### config.mk
export PLATFORM = sky130hd
export DESIGN_NAME = vnsl_cell
export DESIGN_NICKNAME = d
export VERILOG_FILES = /design/src/design/voronoi_nearest_seed_labeler_defines.svh /design/src/design/vnsl_pkg.sv /design/src/design/vnsl_cell.sv
export SDC_FILE = /design/constraint.sdc
export NUM_CORES = 1
export LEC_CHECK = 0
export ABC_AREA = 1
export BUFFER_PORTS_ARGS = -buffer_cell sky130_fd_sc_hd__buf_2
export CAP_MARGIN = 20
export CORE_MARGIN = 4
export CORE_UTILIZATION = 30
export DETAILED_ROUTE_END_ITERATION = 16
export PLACE_DENSITY_LB_ADDON = 0.2
export SLEW_MARGIN = 0
export SYNTH_ARGS = -nofsm -noshare
export SYNTH_HDL_FRONTEND = slang
export SYNTH_SLANG_ARGS = --single-unit
### constraint.sdc
create_clock -name clock -period 8.7 [get_ports clock]
set_input_delay 0.435 -clock clock [delete_from_list [all_inputs] [get_ports clock]]
set_output_delay 0.435 -clock clock [all_outputs]
set_load 0.005 [all_outputs]
### src/design/voronoi_nearest_seed_labeler_defines.svh
// ----------------------------------------------------------------------------
// voronoi_nearest_seed_labeler_defines.svh
// Assertion macros shared by the labeler RTL.
// ----------------------------------------------------------------------------
`ifndef VORONOI_NEAREST_SEED_LABELER_DEFINES_SVH
`define VORONOI_NEAREST_SEED_LABELER_DEFINES_SVH

// same-cycle implication, sampled on clock, quiet during reset
`define VNSL_ASSERT_NOW(label, ante, cons, msg) \
   label: assert property (@(posedge clock) disable iff (reset) (ante) |-> (cons)) \
      else $error(msg);

// next-cycle implication, sampled on clock, quiet during reset
`define VNSL_ASSERT_NEXT(label, ante, cons, msg) \
   label: assert property (@(posedge clock) disable iff (reset) (ante) |=> (cons)) \
      else $error(msg);

`endif

### src/design/vnsl_pkg.sv
// ----------------------------------------------------------------------------
// vnsl_pkg
// Types, constants and helpers for the Voronoi nearest-seed labeler.
// ----------------------------------------------------------------------------
package vnsl_pkg;

   // default parameter values
   localparam int DEF_MAX_SEEDS  = 256;
   localparam int DEF_COORD_BITS = 12;

   // register reset values
   localparam int SEED_COUNT_RESET   = 256;
   localparam int FRAME_WIDTH_RESET  = 1024;
   localparam int FRAME_HEIGHT_RESET = 768;

   // field widths
   localparam int PIX_BITS      = 12;
   localparam int SEED_BITS     = 16;
   localparam int FRAC_BITS     = 4;
   localparam int FRAME_BITS    = 13;
   localparam int COUNT_BITS    = 9;
   localparam int CSR_DATA_BITS = 13;
   localparam int DIST_BITS     = 2 * SEED_BITS + 1;

   // gray step dividend
   localparam int             GRAY_BITS = 9;
   localparam int             GRAY_SPAN = 256;
   localparam logic [8:0]     GRAY_SPAN_VEC = 9'd256;
   localparam logic [3:0]     GRAY_TOP_BIT  = 4'd8;

   // register indexes
   typedef enum logic [1:0] {
      CSR_SEED_COUNT   = 2'd0,
      CSR_FRAME_WIDTH  = 2'd1,
      CSR_FRAME_HEIGHT = 2'd2
   } vnsl_csr_type;

   // item moving down the cell chain; data is {y, x} for both kinds
   typedef struct packed {
      logic                   query;
      logic [7:0]             slot;
      logic [2*SEED_BITS-1:0] data;
      logic                   outside;
      logic [DIST_BITS-1:0]   best_dist;
   } vnsl_item_type;

   // seed count as used by the search: zero acts as one, saturates at max
   function automatic int vnsl_clamp_count(input int value, input int max_seeds);
      int n;
      n = value;
      if (n == 0) n = 1;
      if (n > max_seeds) n = max_seeds;
      return n;
   endfunction

endpackage

### src/design/vnsl_cell.sv
// ----------------------------------------------------------------------------
// vnsl_cell
// One seed of the chain: holds the seed, squares the offsets, keeps the best.
// ----------------------------------------------------------------------------
module vnsl_cell
   import vnsl_pkg::*;
#(
   parameter int MAX_SEEDS = DEF_MAX_SEEDS,
   parameter int INDEX     = 0
) (
   input  logic                               clock,
   input  logic                               reset,
   input  logic                               advance,
   input  logic [$clog2(MAX_SEEDS+1)-1:0]     active_count,
   input  logic                               valid_i,
   input  vnsl_item_type                      item_i,
   input  logic [$clog2(MAX_SEEDS)-1:0]       best_idx_i,
   output logic                               valid_o,
   output vnsl_item_type                      item_o,
   output logic [$clog2(MAX_SEEDS)-1:0]       best_idx_o
);

   localparam int IDX_W = $clog2(MAX_SEEDS);

   logic [2*SEED_BITS-1:0] seed_ff;
   logic                   load_hit;

   logic                   s1_valid_ff;
   vnsl_item_type          s1_item_ff;
   logic [IDX_W-1:0]       s1_idx_ff;
   logic [2*SEED_BITS-1:0] sqx_ff, sqx_in;
   logic [2*SEED_BITS-1:0] sqy_ff, sqy_in;
   logic [SEED_BITS-1:0]   dx, dy;

   logic                   s2_valid_ff;
   vnsl_item_type          s2_item_ff, s2_item_in;
   logic [IDX_W-1:0]       s2_idx_ff, s2_idx_in;
   logic [DIST_BITS-1:0]   dist_sum;
   logic                   cell_active;
   logic                   take;

   // seed write as a load transfer passes this cell
   assign load_hit = valid_i && !item_i.query && (32'(item_i.slot) == 32'(INDEX));

   always_ff @(posedge clock) begin
      if (advance && load_hit) begin
         seed_ff <= item_i.data;
      end
   end

   // stage 1: absolute offsets and their squares
   always_comb begin
      dx = (item_i.data[15:0] >= seed_ff[15:0]) ? item_i.data[15:0] - seed_ff[15:0]
                                                : seed_ff[15:0] - item_i.data[15:0];
      dy = (item_i.data[31:16] >= seed_ff[31:16]) ? item_i.data[31:16] - seed_ff[31:16]
                                                  : seed_ff[31:16] - item_i.data[31:16];
      sqx_in = dx * dx;
      sqy_in = dy * dy;
   end

   always_ff @(posedge clock) begin
      if (reset) begin
         s1_valid_ff <= 1'b0;
      end else if (advance) begin
         s1_valid_ff <= valid_i;
      end
   end

   always_ff @(posedge clock) begin
      if (advance) begin
         s1_item_ff <= item_i;
         s1_idx_ff  <= best_idx_i;
         sqx_ff     <= sqx_in;
         sqy_ff     <= sqy_in;
      end
   end

   // stage 2: distance sum and compare; first seed always wins, ties keep earlier
   always_comb begin
      dist_sum    = {1'b0, sqx_ff} + {1'b0, sqy_ff};
      cell_active = 32'(INDEX) < 32'(active_count);
      take        = cell_active && ((INDEX == 0) || (dist_sum < s1_item_ff.best_dist));
      s2_item_in  = s1_item_ff;
      s2_idx_in   = s1_idx_ff;
      if (take) begin
         s2_item_in.best_dist = dist_sum;
         s2_idx_in            = IDX_W'(INDEX);
      end
   end

   always_ff @(posedge clock) begin
      if (reset) begin
         s2_valid_ff <= 1'b0;
      end else if (advance) begin
         s2_valid_ff <= s1_valid_ff;
      end
   end

   always_ff @(posedge clock) begin
      if (advance) begin
         s2_item_ff <= s2_item_in;
         s2_idx_ff  <= s2_idx_in;
      end
   end

   assign valid_o    = s2_valid_ff;
   assign item_o     = s2_item_ff;
   assign best_idx_o = s2_idx_ff;

endmodule

==> impl_metrics.csv, run 1 <==
group,metric,value,unit
min_path,min_path_type,"input port to register",
yosys,synth_most_common_cell,"inv_1",
clock_tree,clk_latency,610,ps
sta,fmax,125,MHz
floorplan,dieArea,100000,µm²
sta,fin_crit,7980,ps
detailed_routing,dr.pass1.iters,7,
yosys,synth-seq-area-share,0.274,
sta,setup_viol,0,
clock_tree,post_cts_buffers,0,
grt,overflow,0,
worst_setup_path,crit_slowest_cell,"fa_1",
yosys,yosysTopAreaCell,"edfxtp_1",
run_status,outcome,"complete, no violations",
detailed_routing,routed_wl,77200,µm
grt,grt_max_degree,81,
min_path,hold_start,"item_i[17]",
clock_tree,cts_max_path_buffers,3,
yosys,synthFlopType,"edfxtp_1",
yosys,ys_seq_elements,262,
run,max_cap_violations,0,
yosys,synth_area_leaders,"edfxtp_1 (27%), fa_1 (23%), ha_1 (13%), inv_1 (9.2%), nand2_1 (8.7%)",
min_path,min_path_cells,1,
yosys,synth.net_count,3939,
sta,relSlewSlack,0.367,
floorplan,core,94900,µm²
yosys,synthSimpleGateAreaFrac,0.163,
worst_setup_path,ff2ff_path_depth,31,
yosys,synth_common_cells,"inv_1 (699), nand2_1 (666), fa_1 (328), ha_1 (288), nor2_1 (264)",
detailed_routing,via_per_inst,4.46,
place,post-dp-hpwl,64400,µm
worst_setup_path,crit-reg2reg-launch,"seed_ff[0]$_DFFE_PP_",
yosys,ys_types,51,
cells_and_area,area_growth,13.3,%
worst_setup_path,critPathArrivalTime,8310,ps
place,io_buffer_count,179,
clock_tree,cts_root_buffer,"clkbuf_16",
yosys,synth_area,28600,µm²
worst_setup_path,startpoint,"seed_ff[0]$_DFFE_PP_",
sta,drv_slew,0,
cells_and_area,fill_cells,9964,
floorplan,initial_core_util,0.302,
worst_setup_path,startpoint_type,"register",
worst_setup_path,critical-path-max-stage-delay,550,ps
sta,hold_violations,0,
yosys,synthAdderAreaFrac,0.355,
grt,grt_pass1_wl,124000,µm
worst_setup_path,cp-end-kind,"register",
cells_and_area,finalInstanceArea,32400,µm²
floorplan,die_x,317,µm
sta,period_share,0.917,
sta,fin_skew,17.5,ps
detailed_routing,wl_per_cell,16.3,µm
cells_and_area,drive_above_1_share,0.0965,
grt,antenna_found_initial,1,
place,gp_congestion,0.881,
sta,worstMarginPinSlew,950,ps
yosys,netlist.area_leader.share,0.273,
yosys,synth_mux_area_frac,0,
detailed_routing,drtAntennaViolNets,0,
yosys,synth.avg_cell_area,8.87,µm²
yosys,synth_edf_count,260,
place,placed_area,31000,µm²
grt,track_usage,0.156,
clock_tree,cts.sinks,262,
worst_setup_path,cp_common_cell,"fa_1",
worst_setup_path,cp.required,9030,ps
yosys,synth_compound_area_frac,0.0638,
floorplan,die_h,317,µm
floorplan,io_pins,180,
detailed_routing,detail_route.drc_violations,0,
cells_and_area,layoutNonFillerInstCount,4749,
clock_tree,htree_levels,1,
detailed_routing,first_iter_violations,1238,
detailed_routing,vias,21183,
yosys,ys_warn_count,0,
sta,rsz0062_at_grt,"no",
sta,timing.setup.tns,0,ps
grt,grt_pass1_vias,22474,
cells_and_area,fin_nets,4173,
yosys,async_flop_share,0,
place,dp.cells,4647,
clock_tree,clkTransAtPathRegs,60,ps
yosys,syn_inst,3227,
yosys,synth_top_family_by_area,"adder cells",
floorplan,num_rows,113,
worst_setup_path,crit_type,"register to register",
worst_setup_path,critPathMaxFanout,17,
clock_tree,cts_buffers,30,
sta,holdWs,45.2,ps
yosys,synth-xor-area-share,0.0386,
clock_tree,cts_tree,"built",
## metrics by stage
stage                     worst slack [ps]  utilization
after floorplan                       1720            -
after global placement                 486        0.327
after CTS                              641        0.342
after global routing                   124        0.342
final                                  718        0.342
after detailed placement               413        0.327
## layout by cell type (no fill, tap or decap), types with 46 or more instances in the layout
master and instances:
xnor2_1 46, xor2_1 75, o21ai_0 100, dlygate4sd3_1 47
a21oi_1 166, buf_2 178, inv_1 699, fa_1 328
nor2_1 264, nand2_1 666, edfxtp_1 260, ha_1 288
nand3_1 83
## repair_timing
| item | CTS | global route |
|---|---|---|
| hold buffers | 47 | 0 |
| resized for setup | 0 | 0 |
| endpoints found under the hold margin | 48 | 0 |
## critical path: cells and delay by family (launching register included)
kind                       cells  cell delay [ps]
buffers and inverters          6              810
AOI/OAI and AO/OA              6             1070
xor gates and xnor gates       1              170
DFF                            1              390
and+or+nand+nor                9             1230
adders and majority gates      9             4030
## cells by family (layout without fill, tap and decap cells)
family,count (synthesis),in the layout
xor+xnor,123,123
fa+ha+maj,616,616
other cells,0,1
simple gates,1127,1127
buf+inv,772,1028
compound gates,327,327
flops,262,262
## routing by layer
layer | GRT usage | share of wire
met1 | 0.221 | 0.49
met2 | 0.256 | 0.45
met3 | 0.0221 | 0.044
met4 | 0.0275 | 0.019
met5 | 0 | 0
## flip-flops by register name, summed over array words and instances (netlist names)
| name | flops |
|---|---|
| sqy_ff | 31 |
| item_o | 75 |
| s1_valid_ff | 1 |
| sqx_ff | 31 |
| best_idx_o | 8 |
| s1_idx_ff | 8 |
| s1_item_ff | 75 |
| valid_o | 1 |
| seed_ff | 32 |
## final timing paths
kind                              end  slack (ps)
max              sqx_ff[25]$_DFFE_PP_         720
max reg2reg      sqx_ff[25]$_DFFE_PP_         720
min reg2reg      item_o[42]$_DFFE_PP_         420
min          s1_item_ff[17]$_DFFE_PP_          50
## layout make-up
cell class,instances,area [µm²],share of cell area
sequential,262,7850,0.242
multi-input combinational,2193,17800,0.548
inverter,727,2740,0.0844
clock inverter,17,166,0.00513
clock buffer,37,777,0.0240
tap,1265,1580,0.0488
antenna,1,2.50,0.0000772
timing repair buffer,247,1550,0.0477
Power of run 1 is left out: the tool's default activity adds up to more than one toggle a clock period on the data nets, which glitch-free logic cannot reach.
==> inputs of run 2 (changes only) <==
REMOVE_ABC_BUFFERS = 1   (was unset)
==> run 2 against run 1 <==
  * Die area unchanged
  * Design area is 0.51% higher
  * Register-to-register slack worse by 50 ps
  * Sequential share of layout area is 0.12 points lower
  * Clock skew down 1.5 ps
==> impl_metrics.csv, run 2 (synthesis gave the netlist of run 1 again) <==
group,metric,value,unit
sta,drv_slew,0,
detailed_routing,routed_wl,75600,µm
grt,overflow,0,
place,io_buffer_count,179,
clock_tree,cts_resized,0,
sta,setup_viol,0,
worst_setup_path,endpoint,"sqx_ff[25]$_DFFE_PP_",
worst_setup_path,r2r_end,"sqx_ff[25]$_DFFE_PP_",
detailed_routing,first_iter_violations,1153,
place,post-dp-hpwl,63100,µm
min_path,min_path_type,"input port to register",
detailed_routing,met3_length,4030,µm
sta,relSlewSlack,0.374,
cells_and_area,fin_nets,4181,
sta,hold_violations,0,
worst_setup_path,critPathMaxFanout,12,
detailed_routing,m1WireLength,36300,µm
worst_setup_path,cp-end-kind,"register",
run,max_cap_violations,0,
detailed_routing,wl_per_cell,15.9,µm
detailed_routing,vias,21131,
worst_setup_path,critical-path-max-stage-delay,550,ps
worst_setup_path,r2r_setup_slack,670,ps
clock_tree,cts_root_buffer,"clkbuf_16",
grt,grt_pass1_vias,22246,
detailed_routing,top_layer,"met5",
sta,period_share,0.928,
floorplan,dieArea,100000,µm²
cells_and_area,antennaDiodeCount,0,
floorplan,io_pins,180,
worst_setup_path,critPathArrivalTime,8420,ps
sta,timing.setup.tns,0,ps
grt,grt_max_degree,75,
sta,rsz0062_at_grt,"no",
worst_setup_path,cp.required,9040,ps
worst_setup_path,startpoint,"item_i[40]",
sta,fin_crit,8070,ps
cells_and_area,drive_above_1_share,0.0985,
floorplan,core,94900,µm²
sta,fin_skew,16.0,ps
sta,holdWs,56.2,ps
floorplan,die_x,317,µm
worst_setup_path,startpoint_type,"input port",
clock_tree,clk_latency,610,ps
clock_tree,cts_tree,"built",
place,placed_area,31000,µm²
worst_setup_path,crit_type,"input port to register",
clock_tree,cts_buffers,31,
detailed_routing,dr.pass1.iters,5,
cells_and_area,final_common_cell,"inv_1",
detailed_routing,drtAntennaViolNets,0,
grt,antenna_found_initial,2,
sta,fmax,124,MHz
floorplan,die_h,317,µm
cells_and_area,finalInstanceArea,32600,µm²
clock_tree,clkTransAtPathRegs,60,ps
cells_and_area,most-common-layout-cells,"inv_1 (699), nand2_1 (666), fa_1 (328)",
sta,worstMarginPinSlew,940,ps
clock_tree,htree_levels,1,
worst_setup_path,crit_slowest_cell,"fa_1",
grt,track_usage,0.153,
detailed_routing,dr_wl_met2,34000,µm
grt,grt_pass1_wl,122000,µm
worst_setup_path,crit-reg2reg-launch,"seed_ff[0]$_DFFE_PP_",
run_status,outcome,"complete, no violations",
detailed_routing,detail_route.drc_violations,0,
clock_tree,cts_max_path_buffers,3,
floorplan,initial_core_util,0.302,
worst_setup_path,ff2ff_path_depth,31,
floorplan,num_rows,113,
min_path,hold_start,"item_i[63]",
worst_setup_path,cp_common_cell,"nand2_1",
cells_and_area,area_growth,13.9,%
place,gp_congestion,0.895,
clock_tree,cts.sinks,262,
detailed_routing,via_per_inst,4.44,
## run 2: cell types whose count changed in the layout (fill, tap and decap cells not counted), moves of 2 or more
cell           change
bufinv_16          +2
clkbuf_1           -3
clkinv_1           -3
dlygate4sd3_1      +8
inv_6              +3
inv_8              +3
## run 2: how the worst min path moves through the flow
stage	to	slack, ps	depth (start not counted)
6_report	s1_item_ff[63]$_DFFE_PP_	60	1
5_1_grt	s1_item_ff[47]$_DFFE_PP_	20	1
2_1_floorplan	item_o[33]$_DFFE_PP_	400	0
4_1_cts	s1_item_ff[63]$_DFFE_PP_	1	1
3_3_place_gp	item_o[54]$_DFFE_PP_	400	0
3_5_place_dp	item_o[67]$_DFFE_PP_	400	0
## run 2: layout make-up
type / count / area [µm²]
flip-flops and latches: 262 / 7850
multi-input cells: 2193 / 17800
clock inverters: 22 / 262
inverters: 727 / 2740
fillers: 9901 / 62300
well taps: 1265 / 1580
clock buffers: 35 / 791
repair buffers: 254 / 1610
## run 2: repair_timing
| action | in CTS | in global routing |
|---|---|---|
| hold buffers | 55 | 0 |
| endpoints found under the hold margin | 59 | 0 |
| setup buffers | 0 | 0 |
## run 2: routing by layer
layer	up-vias	GRT usage
li1	10519	-
met2	511	0.251
met5	-	0
met3	75	0.0229
met4	2	0.0254
met1	10024	0.218
## run 2: worst max-delay path: cells and delay by family
kind	cells	cell delay (ps)
adders and majority gates	8	3750
and+or+nand+nor	10	1460
buffers and inverters	8	1430
AOI/OAI and AO/OA	6	1160
xor gates and xnor gates	1	170
## run 2: per-stage QoR
stage / utilization / std cells / worst slack [ps]
global route: 0.343 / 4758 / 104
detailed placement: 0.327 / 4646 / 430
global placement: 0.327 / 4646 / 499
finish: 0.343 / 4758 / 626
CTS: 0.343 / 4758 / 667
floorplan: - / 3182 / 1590
Power of run 2 is left out for the same reason.
