### config.mk
export PLATFORM = sky130hd
export DESIGN_NAME = vnsl_gray_div
export DESIGN_NICKNAME = d
export VERILOG_FILES = /design/src/design/voronoi_nearest_seed_labeler_defines.svh /design/src/design/vnsl_pkg.sv /design/src/design/vnsl_gray_div.sv
export SDC_FILE = /design/constraint.sdc
export NUM_CORES = 1
export LEC_CHECK = 0
export CORE_UTILIZATION = 40
export CTS_CLUSTER_DIAMETER = 80
export DETAILED_ROUTE_END_ITERATION = 16
export DONT_BUFFER_PORTS = 1
export GPL_TIMING_DRIVEN = 0
export SLEW_MARGIN = 20
export SYNTH_ARGS = -nofsm -noshare
export SYNTH_HDL_FRONTEND = slang
export SYNTH_SLANG_ARGS = --single-unit
### constraint.sdc
create_clock -name clock -period 2.4 [get_ports clock]
set_input_delay 0.48 -clock clock [delete_from_list [all_inputs] [get_ports clock]]
set_output_delay 0.48 -clock clock [all_outputs]
set_load 0.02 [all_outputs]
### src/design/voronoi_nearest_seed_labeler_defines.svh
// ----------------------------------------------------------------------------
// voronoi_nearest_seed_labeler_defines.svh
// Assertion macros shared by the labeler RTL.
// ----------------------------------------------------------------------------
`ifndef VORONOI_NEAREST_SEED_LABELER_DEFINES_SVH
`define VORONOI_NEAREST_SEED_LABELER_DEFINES_SVH

// same-cycle implication, sampled on clock, quiet during reset
`define VNSL_ASSERT_NOW(label, ante, cons, msg) \
   label: assert property (@(posedge clock) disable iff (reset) (ante) |-> (cons)) \
      else $error(msg);

// next-cycle implication, sampled on clock, quiet during reset
`define VNSL_ASSERT_NEXT(label, ante, cons, msg) \
   label: assert property (@(posedge clock) disable iff (reset) (ante) |=> (cons)) \
      else $error(msg);

`endif

### src/design/vnsl_pkg.sv
// ----------------------------------------------------------------------------
// vnsl_pkg
// Types, constants and helpers for the Voronoi nearest-seed labeler.
// ----------------------------------------------------------------------------
package vnsl_pkg;

   // default parameter values
   localparam int DEF_MAX_SEEDS  = 256;
   localparam int DEF_COORD_BITS = 12;

   // register reset values
   localparam int SEED_COUNT_RESET   = 256;
   localparam int FRAME_WIDTH_RESET  = 1024;
   localparam int FRAME_HEIGHT_RESET = 768;

   // field widths
   localparam int PIX_BITS      = 12;
   localparam int SEED_BITS     = 16;
   localparam int FRAC_BITS     = 4;
   localparam int FRAME_BITS    = 13;
   localparam int COUNT_BITS    = 9;
   localparam int CSR_DATA_BITS = 13;
   localparam int DIST_BITS     = 2 * SEED_BITS + 1;

   // gray step dividend
   localparam int             GRAY_BITS = 9;
   localparam int             GRAY_SPAN = 256;
   localparam logic [8:0]     GRAY_SPAN_VEC = 9'd256;
   localparam logic [3:0]     GRAY_TOP_BIT  = 4'd8;

   // register indexes
   typedef enum logic [1:0] {
      CSR_SEED_COUNT   = 2'd0,
      CSR_FRAME_WIDTH  = 2'd1,
      CSR_FRAME_HEIGHT = 2'd2
   } vnsl_csr_type;

   // item moving down the cell chain; data is {y, x} for both kinds
   typedef struct packed {
      logic                   query;
      logic [7:0]             slot;
      logic [2*SEED_BITS-1:0] data;
      logic                   outside;
      logic [DIST_BITS-1:0]   best_dist;
   } vnsl_item_type;

   // seed count as used by the search: zero acts as one, saturates at max
   function automatic int vnsl_clamp_count(input int value, input int max_seeds);
      int n;
      n = value;
      if (n == 0) n = 1;
      if (n > max_seeds) n = max_seeds;
      return n;
   endfunction

endpackage

### src/design/vnsl_gray_div.sv
// ----------------------------------------------------------------------------
// vnsl_gray_div
// Restoring divider, one quotient bit a cycle: gray step = 256 / seed count.
// ----------------------------------------------------------------------------
module vnsl_gray_div
   import vnsl_pkg::*;
#(
   parameter int MAX_SEEDS = DEF_MAX_SEEDS
) (
   input  logic                           clock,
   input  logic                           reset,
   input  logic                           start,
   input  logic [$clog2(MAX_SEEDS+1)-1:0] count,
   output logic                           busy,
   output logic [GRAY_BITS-1:0]           step
);

   localparam int CNT_W     = $clog2(MAX_SEEDS+1);
   localparam int RST_COUNT = vnsl_clamp_count(SEED_COUNT_RESET, MAX_SEEDS);
   localparam int RST_STEP  = GRAY_SPAN / RST_COUNT;

   logic                 busy_ff;
   logic [3:0]           bit_ff;
   logic [CNT_W-1:0]     den_ff;
   logic [CNT_W-1:0]     rem_ff, rem_in;
   logic [GRAY_BITS-1:0] quo_ff, quo_in;
   logic [GRAY_BITS-1:0] step_ff;
   logic [CNT_W:0]       trial;
   logic                 fits;

   // one restoring step
   always_comb begin
      trial  = {rem_ff, GRAY_SPAN_VEC[bit_ff]};
      fits   = trial >= {1'b0, den_ff};
      rem_in = fits ? CNT_W'(trial - {1'b0, den_ff}) : CNT_W'(trial);
      quo_in = {quo_ff[GRAY_BITS-2:0], fits};
   end

   // control
   always_ff @(posedge clock) begin
      if (reset) begin
         busy_ff <= 1'b0;
         step_ff <= GRAY_BITS'(RST_STEP);
      end else if (start) begin
         busy_ff <= 1'b1;
      end else if (busy_ff && (bit_ff == '0)) begin
         busy_ff <= 1'b0;
         step_ff <= quo_in;
      end
   end

   // datapath
   always_ff @(posedge clock) begin
      if (start) begin
         den_ff <= count;
         rem_ff <= '0;
         quo_ff <= '0;
         bit_ff <= GRAY_TOP_BIT;
      end else if (busy_ff) begin
         rem_ff <= rem_in;
         quo_ff <= quo_in;
         bit_ff <= bit_ff - 4'd1;
      end
   end

   assign busy = busy_ff;
   assign step = step_ff;

endmodule

==> results.txt, run 1 <==
Counting flops with a built-in enable in the synthesized netlist gives 9. Across all hold checks on the routed design, the worst slack comes to 0.269 ns. The cell class contributing the biggest share of worst-path delay is compound AO/OA/AOI/OAI gates. The Yosys step of the flow raised 0 warnings. The instance count along the most critical hold path came out at 0. The DRC violation count after routing is 0.

In this run the critical register-to-register path is launched from den_ff[0]. Setup violations remaining at the end of the flow were counted as 0. At the pin with the least slew margin, the transition time is 0.623 ns. The top achievable clock speed came out at between 400 and 500 MHz.

The CTS tree is built. Prior to clock tree synthesis, the placed netlist has a worst setup slack of -0.0325 ns. The later pin in the worst-skew pair is clocked with a latency of 0.30 ns. The total stage count of the critical path is 10. The pin count of the biggest net entering global routing came out at 15. Among all flip-flop cells after synthesis, the most frequent one is dfxtp_1. The final net count is 224. The share of the cycle needed by the critical path after routing came out at 0.981.

The standby leakage power came out at around 0.86 nW. The number of global-route vias before repair came out at 1,431. The maximum ir drop on the vdd rail is 0.000394 V. The final RePlAce weighted congestion is 0.778. Averaged over all synthesized cells, the footprint is 10.3 um2. The clock input transition at the sequential cells of the worst setup and hold paths came out at 0.08 ns.

The longest clock path from root to sink contains 2 buffers. After global routing the overflow that remains totals 0. The area of the core is 0.00450 mm2. STA classifies the critical path startpoint as a flop. The via density per instance came out at 5.49. The number of max-cap violations is 0.

The share of async-settable or async-resettable flops after synthesis came out at 0. The vertical extent of the die is roughly 71 um. The flow ran to the end, and the final reports show no timing, DRC or antenna violations.

The repair_antennas step left the layout with diodes totalling 0. In this run the worst setup path begins at den_ff[0]. The setup path with the least slack is of type flop to flop. The worst path needs 2.35 ns of the cycle, external delays included.

Setup repair after global routing could not meet its margin everywhere. The buffer and inverter count on the worst path came out at 2. The number of core rows came out at 24.

The number of hold buffers added after CTS came out at 0. The remaining number of nets flagged by the antenna check after routing is 0. Following the worst setup path forward leads to its endpoint at rem_ff[4]. The sum of routed wire length over all layers is 3880 um. The share of final-layout standard cells stronger than drive strength 1 is 0.149. The number of synthesized register bits is 41.

The pre-antenna-repair detailed-routing pass consisted of 5 iterations. The summed instance area of the synthesized netlist came out at 0.00193 mm2. CTS placed an instance of clkbuf_8 at the clock tree root. The worst relative slew slack came out at 0.585. The area share of the largest cell type after synthesis is 0.332.

The final count of pins violating max slew is 0. The number of cells on the worst reg-to-reg path is 10. The number of I/O port buffers is 0. In this design, the stage delay of the slowest critical-path cell is 0.40 ns. In this run, CTS created clock tree buffers numbering 5.

The worst reg2reg path endpoint is rem_ff[4]. The synthesized netlist cell count came out at 187. The worst hold path belongs to the class input pin to flop. In this run, distinct cell masters in the synthesized netlist total 41. The worst setup path is captured at a flop.

Yosys attributes the largest share of cell area to dfxtp_1, edfxtp_1, mux2i_1. The die is ~70 um wide. The number of sinks on the clock net is 41. Walking the worst path, the cells encountered are ha_4 > inv_2 > fa_2 > a21o_1 > a21oi_2 > nand2_2 > a31oi_4 > buf_6 > mux2i_1 > a211oi_2. By count the netlist is led by dfxtp_1, nor2_1, mux2i_1.

The wire-length estimate of the detail-placed layout is 2750 um. The first-pass GRT wire length is 6420 um. The sequential area share after synthesis is 0.472. The number of hold-slack violations in the final timing report came to 0.

Pin placement for this block handled 22 I/O pins. The required time reported for the critical path endpoint came out at between 2 and 3 ns. The cell type of the slowest stage on the worst timing path is edfxtp_1. The total vias in the final route came out at 1,390. The worst-case setup margin in the final layout came out at 0.0461 ns. The reg2reg setup slack is 0.05 ns. The largest clock skew in the final design is between 0.007 and 0.008 ns.

The worst path arrival time came out at between 2 and 3 ns. The initial antenna violation count is 0. Of all cell types, the one taking the most synthesized area is dfxtp_1. The mean routed wirelength per cell is 15.3 um. The biggest fanout along the worst timing path is 6.

dfxtp_1 is the most common cell in the netlist. The share of the core filled with cells came out at 0.483. The power density over the cells is 702 mW/mm2.

The detailed router's first-iteration violation count came out at ~60. The full die area is approximately 0.0051 mm2. Across every metal layer, demand over resource in global routing totals 0.163. The area added between synthesis and finish came out at 12.6%. The synthesized netlist net count came out at 211. The effective utilization at floorplan is 0.428. The number of H-tree levels came out at 2.
[registers in the layout, indices dropped and copies added, names as in the netlist]
signal  cells
bit_ff      4
den_ff      9
trial       1
step        9
quo_ff      8
rem_ff      9
busy        1
[layer usage]
layer	up-vias	global-route usage	wire [um]
met5	-	0	0
met4	0	0.0893	87
met3	9	0.0366	158
met2	30	0.276	1990
met1	666	0.193	1640
li1	685	-	-
[worst min-delay path by stage]
stage	start	endpoint
6_report	count[5]	den_ff[5]
5_1_grt	count[5]	den_ff[5]
4_1_cts	count[5]	den_ff[5]
3_5_place_dp	rem_ff[5]	rem_ff[5]
3_3_place_gp	rem_ff[8]	rem_ff[8]
2_1_floorplan	rem_ff[8]	rem_ff[8]
[logic make-up after synthesis]
family / after synthesis / share of synthesized area
muxes: 19 / 0.0992
buffers and inverters: 20 / 0.0441
AOI/OAI and AO/OA: 34 / 0.136
xor gates and xnor gates: 9 / 0.0409
and+or+nand+nor: 52 / 0.126
adders and majority gates: 12 / 0.0817
DFF: 41 / 0.472
[cells in the final DEF (no fill, tap or decap), types with 5 or more instances in the layout]
| master | instances |
|---|---|
| a211oi_1 | 5 |
| edfxtp_1 | 9 |
| ha_1 | 10 |
| nand2_1 | 5 |
| xnor2_1 | 6 |
| a21oi_1 | 5 |
| nand2b_1 | 5 |
| buf_4 | 5 |
| clkbuf_8 | 5 |
| dfxtp_1 | 31 |
| nor2_1 | 30 |
| inv_1 | 10 |
| mux2i_1 | 18 |
[area by class of cell]
type,instances,area (um2)
Sequential cell,41,912
Inverter,12,45.0
Tap cell,52,65.1
Fill cell,419,2330
Clock buffer,5,68.8
Timing Repair Buffer,6,57.6
Buffer,8,40.0
Clock inverter,3,20.0
Multi-Input combinational cell,126,965
[power breakdown]
| part | total (mW) | internal (mW) | switching [mW] | leakage (nW) |
|---|---|---|---|---|
| clock | 0.461 | 0.206 | 0.255 | 0.0450 |
| combinational | 0.295 | 0.139 | 0.156 | 0.471 |
| sequential | 0.770 | 0.743 | 0.0271 | 0.348 |
[timing repair]
item                       4_1_cts  5_1_grt
pin swaps                        2        8
resized for setup                1        9
setup buffers                    2        4
setup endpoints to repair        3        4
[metrics by stage]
step                area (um2)  instances  power, mW  TNS [ns]
floorplan                 1930        187      0.984         0
global placement          1990        239       1.03   -0.0217
detailed placement        1990        239       1.04   -0.0325
CTS                       2100        249       1.50         0
global route              2170        253       1.60   -0.0957
finish                    2170        253       1.53         0
Note: power is estimated with default switching activity, not from simulation.
==> run 2, diff against run 1 <==
Settings changed: ABC_AREA set to 1, CAP_MARGIN set to 20, CORE_MARGIN set to 10.
==> results.txt, run 2 <==
The vertical extent of the die was 90.9 um (+27%). The width of the die is 90.9 um (+27%). The required time reported for the critical path endpoint came out at 2.58 ns (about the same). The run finished with clean final reports. The share of async-settable or async-resettable flops after synthesis is 0 (unchanged). The post-DP HPWL came to 2960 um (+7.7%). The buffer levels on the longest clock path came to 2 (unchanged). The detailed router's first-iteration violation count is 67 (+9.8%).

The synthesized netlist cell count came out at 247 (+32%). The min-delay analysis places its worst path in the category input pin to flop. The full die area came out at 0.00825 mm2 (+62%). The cell class contributing the biggest share of worst-path delay is adder cells. The count of flip-flops with a built-in enable after synthesis was 9 (unchanged). The sum of routed wire length over all layers is 3890 um (+0.31%). The highest metal layer used by the detailed router is met4. The internal power contribution came out at 1.04 mW (-4.6%). Setup repair after global routing left no endpoint under its margin. The wire length the detailed router placed on met1 was 1960 um (+19%). The sequential area share after synthesis came out at 0.454 (-0.0185). The critical path is of the flop to flop type.

Leaving out fill and tap cells, the most frequent cell in the layout is nand2_1. The amount of wire on met3 after detailed routing came out at 158 um (unchanged). The initial antenna violation count is 0 (unchanged). The average cell area after synthesis came out at 8.13 um2 (-21%).

The area share of the largest cell type after synthesis is 0.319 (-0.0130). From synthesis to final layout, the design area changed by 8.97%. The biggest fanout along the worst timing path came to 6 (unchanged).

The minimum clock period came out at 1.92 ns (-0.430 ns). The maximum ir drop on the vdd rail is 0.000505 V (+28%). The final RePlAce weighted congestion came out at 0.771 (-0.89%). The first-pass detailed-route iteration total came out at 4 (-1). The number of global-route vias before repair is 1,416 (-1.0%). The effective utilization at floorplan is 0.420 (-0.00873). Sorting the synthesized cells by area gives the leading types as dfxtp_1, edfxtp_1, nand2_1. The number of buffers added by the clock tree synthesis step is 5 (unchanged).

The total vias in the final route came to 1,473 (+6.0%). The remaining global-route overflow is 0 (unchanged). The number of failing setup endpoints in the final timing report is 0 (unchanged). The largest clock skew in the final design came to 0.00399 ns (-0.00312 ns). The synthesized netlist net count is 271 (+28%). The area of the core is 0.00479 mm2 (+6.3%).

The clock insertion delay at the later pin of the skew report came out at 0.29 ns (about the same). The I/O pin total is 22 (unchanged). The number of hold buffers added after CTS came to 0 (unchanged). The fraction of power consumed by sequential logic came to 0.532 (+0.028). Ranked by instance count, the synthesized netlist is headed by nand2_1, inv_1, dfxtp_1.

The share of the cycle needed by the critical path after routing came out at 0.801 (-0.179). The most common cell in the netlist is nand2_1. The number of synthesized register bits came out at 41 (unchanged). Of all cell types, the one taking the most synthesized area is dfxtp_1.

The antenna diode count came out at 0 (unchanged). The largest individual stage delay along the critical path comes from the cell fa_1. The critical path endpoint category is a flop.

The number of cells on the worst reg-to-reg path is 12 (+2). The standby leakage power is 1.03 nW (+19%). The reported net switching power is 372 uW (-15%).

The power density over the cells is 644 mW/mm2 (-8.3%). CTS placed an instance of clkbuf_8 at the clock tree root. The pin count of the biggest net entering global routing was 14 (-1). The DRC violation count after routing is 0 (unchanged). The remaining number of nets flagged by the antenna check after routing was 0 (unchanged). The count of unique library cells instantiated by Yosys came out at 32 (-22%). The clock network fraction of total power was 0.332 (+0.030). The total global-route track usage came out at 0.0991 (-0.0639). The clock input transition at the sequential cells of the worst setup and hold paths came to 0.08 ns (about the same). Walking the worst path, the cells encountered are inv_1 > ha_1 > inv_1 > fa_1 > nand2_1 > nand3_2 > nand2_1 > nand2_2 > inv_1 > nand2_1 > nand3_1 > o21ai_1.

Leaving out fill and tap cells, the most frequent cells in the layout are nand2_1, inv_1, dfxtp_1. The post-CTS setup buffer count came out at 0 (-2). The relative contribution of combinational cells to total power is 0.136 (-0.057). The total stage count of the critical path came out at 12 (+2). The setup total negative slack came out at 0 ns (unchanged). The switching fraction of total power came out at 0.264 (-0.0234). The first-pass GRT wire length is 6620 um (+3.0%). The number of I/O port buffers came out at 0 (unchanged). The worst relative slew slack came to 0.805 (+0.220). The CTS tree is built. The slew of the pin with the lowest slew margin is 0.292 ns (-0.331 ns). The number of hold-slack violations in the final timing report came out at 0 (unchanged). The top achievable clock speed came out at 520 MHz (+22%).

The worst-case setup margin in the final layout came to 0.477 ns (+0.430 ns). The routed length on met2 came out at 1710 um (-14%). The final count of pins violating max slew is 0 (unchanged). The highest cell delay on the worst timing path came out at 0.43 ns (+0.03 ns).

The share of final-layout standard cells stronger than drive strength 1 came out at 0.114 (-0.0355). The summed instance area of the synthesized netlist came out at 0.00201 mm2 (+4.1%). The count of yosys warnings during synthesis is 0 (unchanged). The number of max-cap violations was 0 (unchanged). The final net count came out at 278 (+24%). The filler cell count was 482 (+15%). The number of core rows is 25 (+4.2%). STA classifies the critical path startpoint as a flop. The buffer and inverter count on the worst path is 3 (+1).

The number of resized instances in the post-cts repair step is 0 (-1). The number of H-tree levels is 2 (unchanged). The number of sinks on the clock net is 41 (unchanged).

The via density per instance came to 4.57 (-17%). The worst path arrival time is 2.11 ns (-0.42 ns). The mean routed wirelength per cell came out at 12.1 um (-21%).

For this run, the leading register cell type out of synthesis is dfxtp_1. The worst slack at placement came to 0.494 ns (+0.526 ns). The instance count along the most critical hold path was 0 (unchanged).
run 2: changes by cell type after synthesis, moves of 4 or more:
cell	delta
a211oi_1	-7
inv_1	+37
mux2i_1	-18
nand2_1	+52
nand2b_1	-5
nand3_1	+15
nand3_2	+5
nor2_1	-21
o21ai_1	+10
o22ai_1	+8
xnor2_1	-4
run 2: kinds of logic after synthesis:
group	Yosys count	synth area share
buffers and inverters	56	0.117
AOI/OAI and AO/OA	35	0.103
adders and majority gates	12	0.0785
xor gates and xnor gates	4	0.0174
DFF	41	0.454
and+or+nand+nor	99	0.230
run 2: per-layer routing:
layer / track usage / vias up
li1: - / 799
met1: 0.122 / 651
met2: 0.157 / 18
met3: 0.0308 / 5
met4: 0.0392 / 0
met5: 0 / -
run 2: worst paths after layout:
kind / from / to / slack (ns)
worst max register to register: trial[0] / rem_ff[0] / 0.48
worst max-delay path: trial[0] / rem_ff[0] / 0.48
worst min-delay path: count[3] / den_ff[3] / 0.28
worst min register to register: quo_ff[7] / step[8] / 0.47
run 2: layout make-up:
class / instances / area (um2) / share of cell area
Clock inverter: 2 / 13.8 / 0.00629
Sequential cell: 41 / 911 / 0.416
Clock buffer: 6 / 82.6 / 0.0377
Buffer: 4 / 35.0 / 0.0160
Inverter: 52 / 200 / 0.0915
Tap cell: 67 / 83.8 / 0.0383
Multi-Input combinational cell: 150 / 862 / 0.394
run 2: worst register-to-register path, stage by stage, from the launching register on:
cell	delay (ns)
dfxtp_1	0.31
inv_1	0.06
ha_1	0.13
inv_1	0.06
fa_1	0.43
nand2_1	0.11
nand3_2	0.08
nand2_1	0.11
nand2_2	0.10
inv_1	0.21
nand2_1	0.08
nand3_1	0.07
o21ai_1	0.07
run 2: per-stage QoR:
| stage | instances | util | total power [mW] | instance area (um2) | hold slack [ns] |
|---|---|---|---|---|---|
| after CTS | 322 | 0.457 | 1.43 | 2190 | 0.266 |
| after global routing | 322 | 0.457 | 1.49 | 2190 | 0.261 |
| final | 322 | 0.457 | 1.41 | 2190 | 0.279 |
| after detailed placement | 314 | 0.437 | 0.957 | 2090 | 0.459 |
| after floorplan | 247 | - | 0.919 | 2010 | 0.437 |
| after global placement | 314 | 0.437 | 0.955 | 2090 | 0.450 |
run 2: power by group through the flow:
| stage | clock (mW) | sequential, mW | combinational, mW |
|---|---|---|---|
| final | 0.468 | 0.749 | 0.191 |
| after global routing | 0.511 | 0.754 | 0.222 |
| after CTS | 0.488 | 0.750 | 0.193 |
| after detailed placement | 0 | 0.766 | 0.192 |
| after global placement | 0 | 0.765 | 0.190 |
| after floorplan | 0 | 0.763 | 0.156 |
==> run 3, diff against run 2 <==
Clock period 2.4 ns to 2 ns, I/O delays scaled along.
==> results.txt, run 3 (synthesized netlist as in run 2, its figures left out) <==
The flow ran to the end, and the final reports show no timing, DRC or antenna violations. The mean routed wirelength per cell came to 12.1 um (+0.21%). The number of hold buffers added after CTS is 0 (unchanged).

Setup repair after global routing left no endpoint under its margin. The commonest non-fill, non-tap cell in the layout is nand2_1. The I/O pin total came out at 22 (unchanged). The number of cells on the worst reg-to-reg path was 11 (-1).

TritonCTS built the clock tree. The number of H-tree levels is 2 (unchanged). The post-DP HPWL was 2960 um (unchanged). The final count of pins violating max slew is 0 (unchanged). The vertical extent of the die came out at 90.9 um (unchanged). The critical path starts at trial[0].

The tree is rooted in a clkbuf_8. The total vias in the final route was 1,466 (-0.48%). The number of core rows is 25 (unchanged). The filler cell count is 478 (-0.83%). The number of placed cells counting well taps came out at 314 (unchanged). The total global-route track usage is 0.0991 (unchanged).

The sink of the worst hold path is den_ff[2]. The final RePlAce weighted congestion is 0.771 (unchanged). The worst path arrival time came out at 2.04 ns (-0.07 ns).

The via density per instance is 4.55 (-0.48%). The worst setup path is of the flop to flop kind. The detailed router's first-iteration violation count is 69 (+3.0%). In this run the worst hold path is classified as input pin to flop. The area added between synthesis and finish is 9.72%.

Leaving out fill and tap cells, the most frequent cells in the layout are nand2_1, inv_1, dfxtp_1. The share of the cycle needed by the critical path after routing came out at 0.925 (+0.124). The number of failing setup endpoints in the final timing report came to 0 (unchanged). The reg2reg setup slack came out at 0.15 ns (-0.33 ns). The slew of the pin with the lowest slew margin is 0.288 ns (-0.00357 ns). The initial antenna violation count is 0 (unchanged). The full die area is 0.00825 mm2 (unchanged). The pin count of the biggest net entering global routing came out at 14 (unchanged). The first-pass detailed-route iteration total is 4 (unchanged). The top achievable clock speed was 540 MHz (+3.9%).

The instance count along the most critical hold path came out at 0 (unchanged). The number of global-route vias before repair is 1,416 (unchanged). The largest clock skew in the final design came out at 0.00414 ns (+0.000146 ns).

The number of sinks on the clock net is 41 (unchanged). The width of the die is 90.9 um (unchanged). The worst setup path is captured at a flop. Traced cell by cell, the critical path runs through inv_1 > ha_1 > inv_1 > fa_2 > nand2_1 > nand3_2 > nand2_1 > nand2_2 > or2_2 > nand3_1 > nand2_1. The clock insertion delay at the later pin of the skew report was 0.29 ns (about the same). The cell type of the slowest stage on the worst timing path is fa_2.

The sum of routed wire length over all layers came out at 3900 um (+0.21%). The effective utilization at floorplan came out at 0.420 (unchanged). The biggest fanout along the worst timing path was 5 (-1). The post-CTS setup buffer count came to 0 (unchanged). The post-route non-filler standard cell count came out at 322 (unchanged). The buffer and inverter count on the worst path was 2 (-1). The area of the core was 0.00479 mm2 (unchanged).

In this run the critical register-to-register path is launched from trial[0]. The remaining number of nets flagged by the antenna check after routing is 0 (unchanged). The DRC violation count after routing came out at 0 (unchanged). The total power draw came out at 1.69 mW (+20%). The number of I/O port buffers came out at 0 (unchanged).

The number of resized instances in the post-cts repair step came out at 0 (unchanged). The final net count is 278 (unchanged). The number of hold-slack violations in the final timing report came to 0 (unchanged). The highest cell delay on the worst timing path is 0.38 ns (-0.05 ns).

In this design, the critical path's most frequently occurring cell is nand2_1. The power density over the cells was 769 mW/mm2 (+19%). The number of buffers added by the clock tree synthesis step came out at 5 (unchanged). The element type at the critical path start is a flop. The setup total negative slack is 0 ns (unchanged). The cell class contributing the biggest share of worst-path delay is simple AND/OR/NAND/NOR gates. The remaining global-route overflow came out at 0 (unchanged). The first-pass GRT wire length came out at 6620 um (unchanged). The antenna diode count came out at 0 (unchanged). The standby leakage power came out at 1.03 nW (-0.14%). In this run the most critical hold path is launched from count[2]. The worst relative slew slack is 0.807 (+0.00239). The maximum ir drop on the vdd rail is 0.000608 V (+20%). The share of final-layout standard cells stronger than drive strength 1 is 0.125 (+0.0118).

The required time reported for the critical path endpoint is 2.19 ns (-0.39 ns). The minimum clock period is 1.85 ns (-0.0728 ns). The buffer levels on the longest clock path came out at 2 (unchanged). The number of max-cap violations came out at 0 (unchanged). The worst reg2reg path endpoint is rem_ff[7]. The clock input transition at the sequential cells of the worst setup and hold paths came out at 0.08 ns (about the same).
## run 3: cell count changes in the layout (fill, tap and decap cells not counted)
cell / previous run / this run
fa_2: 0 / 1
ha_4: 0 / 1
inv_2: 1 / 2
inv_1: 49 / 48
ha_1: 11 / 10
fa_1: 1 / 0
## run 3: power by group
| group | switching (mW) | leakage (nW) | internal (mW) | total, mW |
|---|---|---|---|---|
| combinational | 0.149 | 0.626 | 0.0853 | 0.234 |
| clock | 0.281 | 0.0512 | 0.279 | 0.561 |
| sequential | 0.0174 | 0.348 | 0.882 | 0.900 |
| total | 0.447 | 1.03 | 1.25 | 1.69 |
## run 3: cell type report
cell class	count	area, um2	area share
multi-input cells	150	877	0.398
well taps	67	83.8	0.0380
clock buffers	6	82.6	0.0375
inverters	52	200	0.0909
clock inverters	2	13.8	0.00625
flip-flops and latches	41	911	0.413
plain buffers	4	35.0	0.0159
## run 3: metrics by stage
stage          utilization  setup slack [ns]  area [um2]  hold slack [ns]
4_1_cts              0.457            0.0744        2190            0.186
3_5_place_dp         0.437            0.0936        2090            0.459
5_1_grt              0.460            0.0126        2200            0.181
6_report             0.460             0.149        2200            0.200
2_1_floorplan            -             0.270        2010            0.437
3_3_place_gp         0.437             0.127        2090            0.450
## run 3: routing by layer
layer,vias to the layer above,routed length (um),global-route usage
li1,799,-,-
met1,646,1980,0.122
met4,0,67,0.0392
met3,5,133,0.0308
met5,-,0,0
met2,16,1710,0.157
## run 3: how the worst max path moves through the flow
stage	endpoint	slack, ns	cells after the start
after floorplan	rem_ff[7]	0.27	11
after global placement	rem_ff[4]	0.13	12
after detailed placement	rem_ff[0]	0.09	12
after CTS	rem_ff[4]	0.07	12
after global routing	rem_ff[7]	0.01	11
final	rem_ff[7]	0.15	11
## run 3: worst reg2reg max path: stages, from the launching register on
cell and delay [ns]:
dfxtp_1 0.31, inv_1 0.06, ha_1 0.14, inv_1 0.06, fa_2 0.38, nand2_1 0.10, nand3_2 0.08, nand2_1 0.11
nand2_2 0.11, or2_2 0.29, nand3_1 0.08, nand2_1 0.05
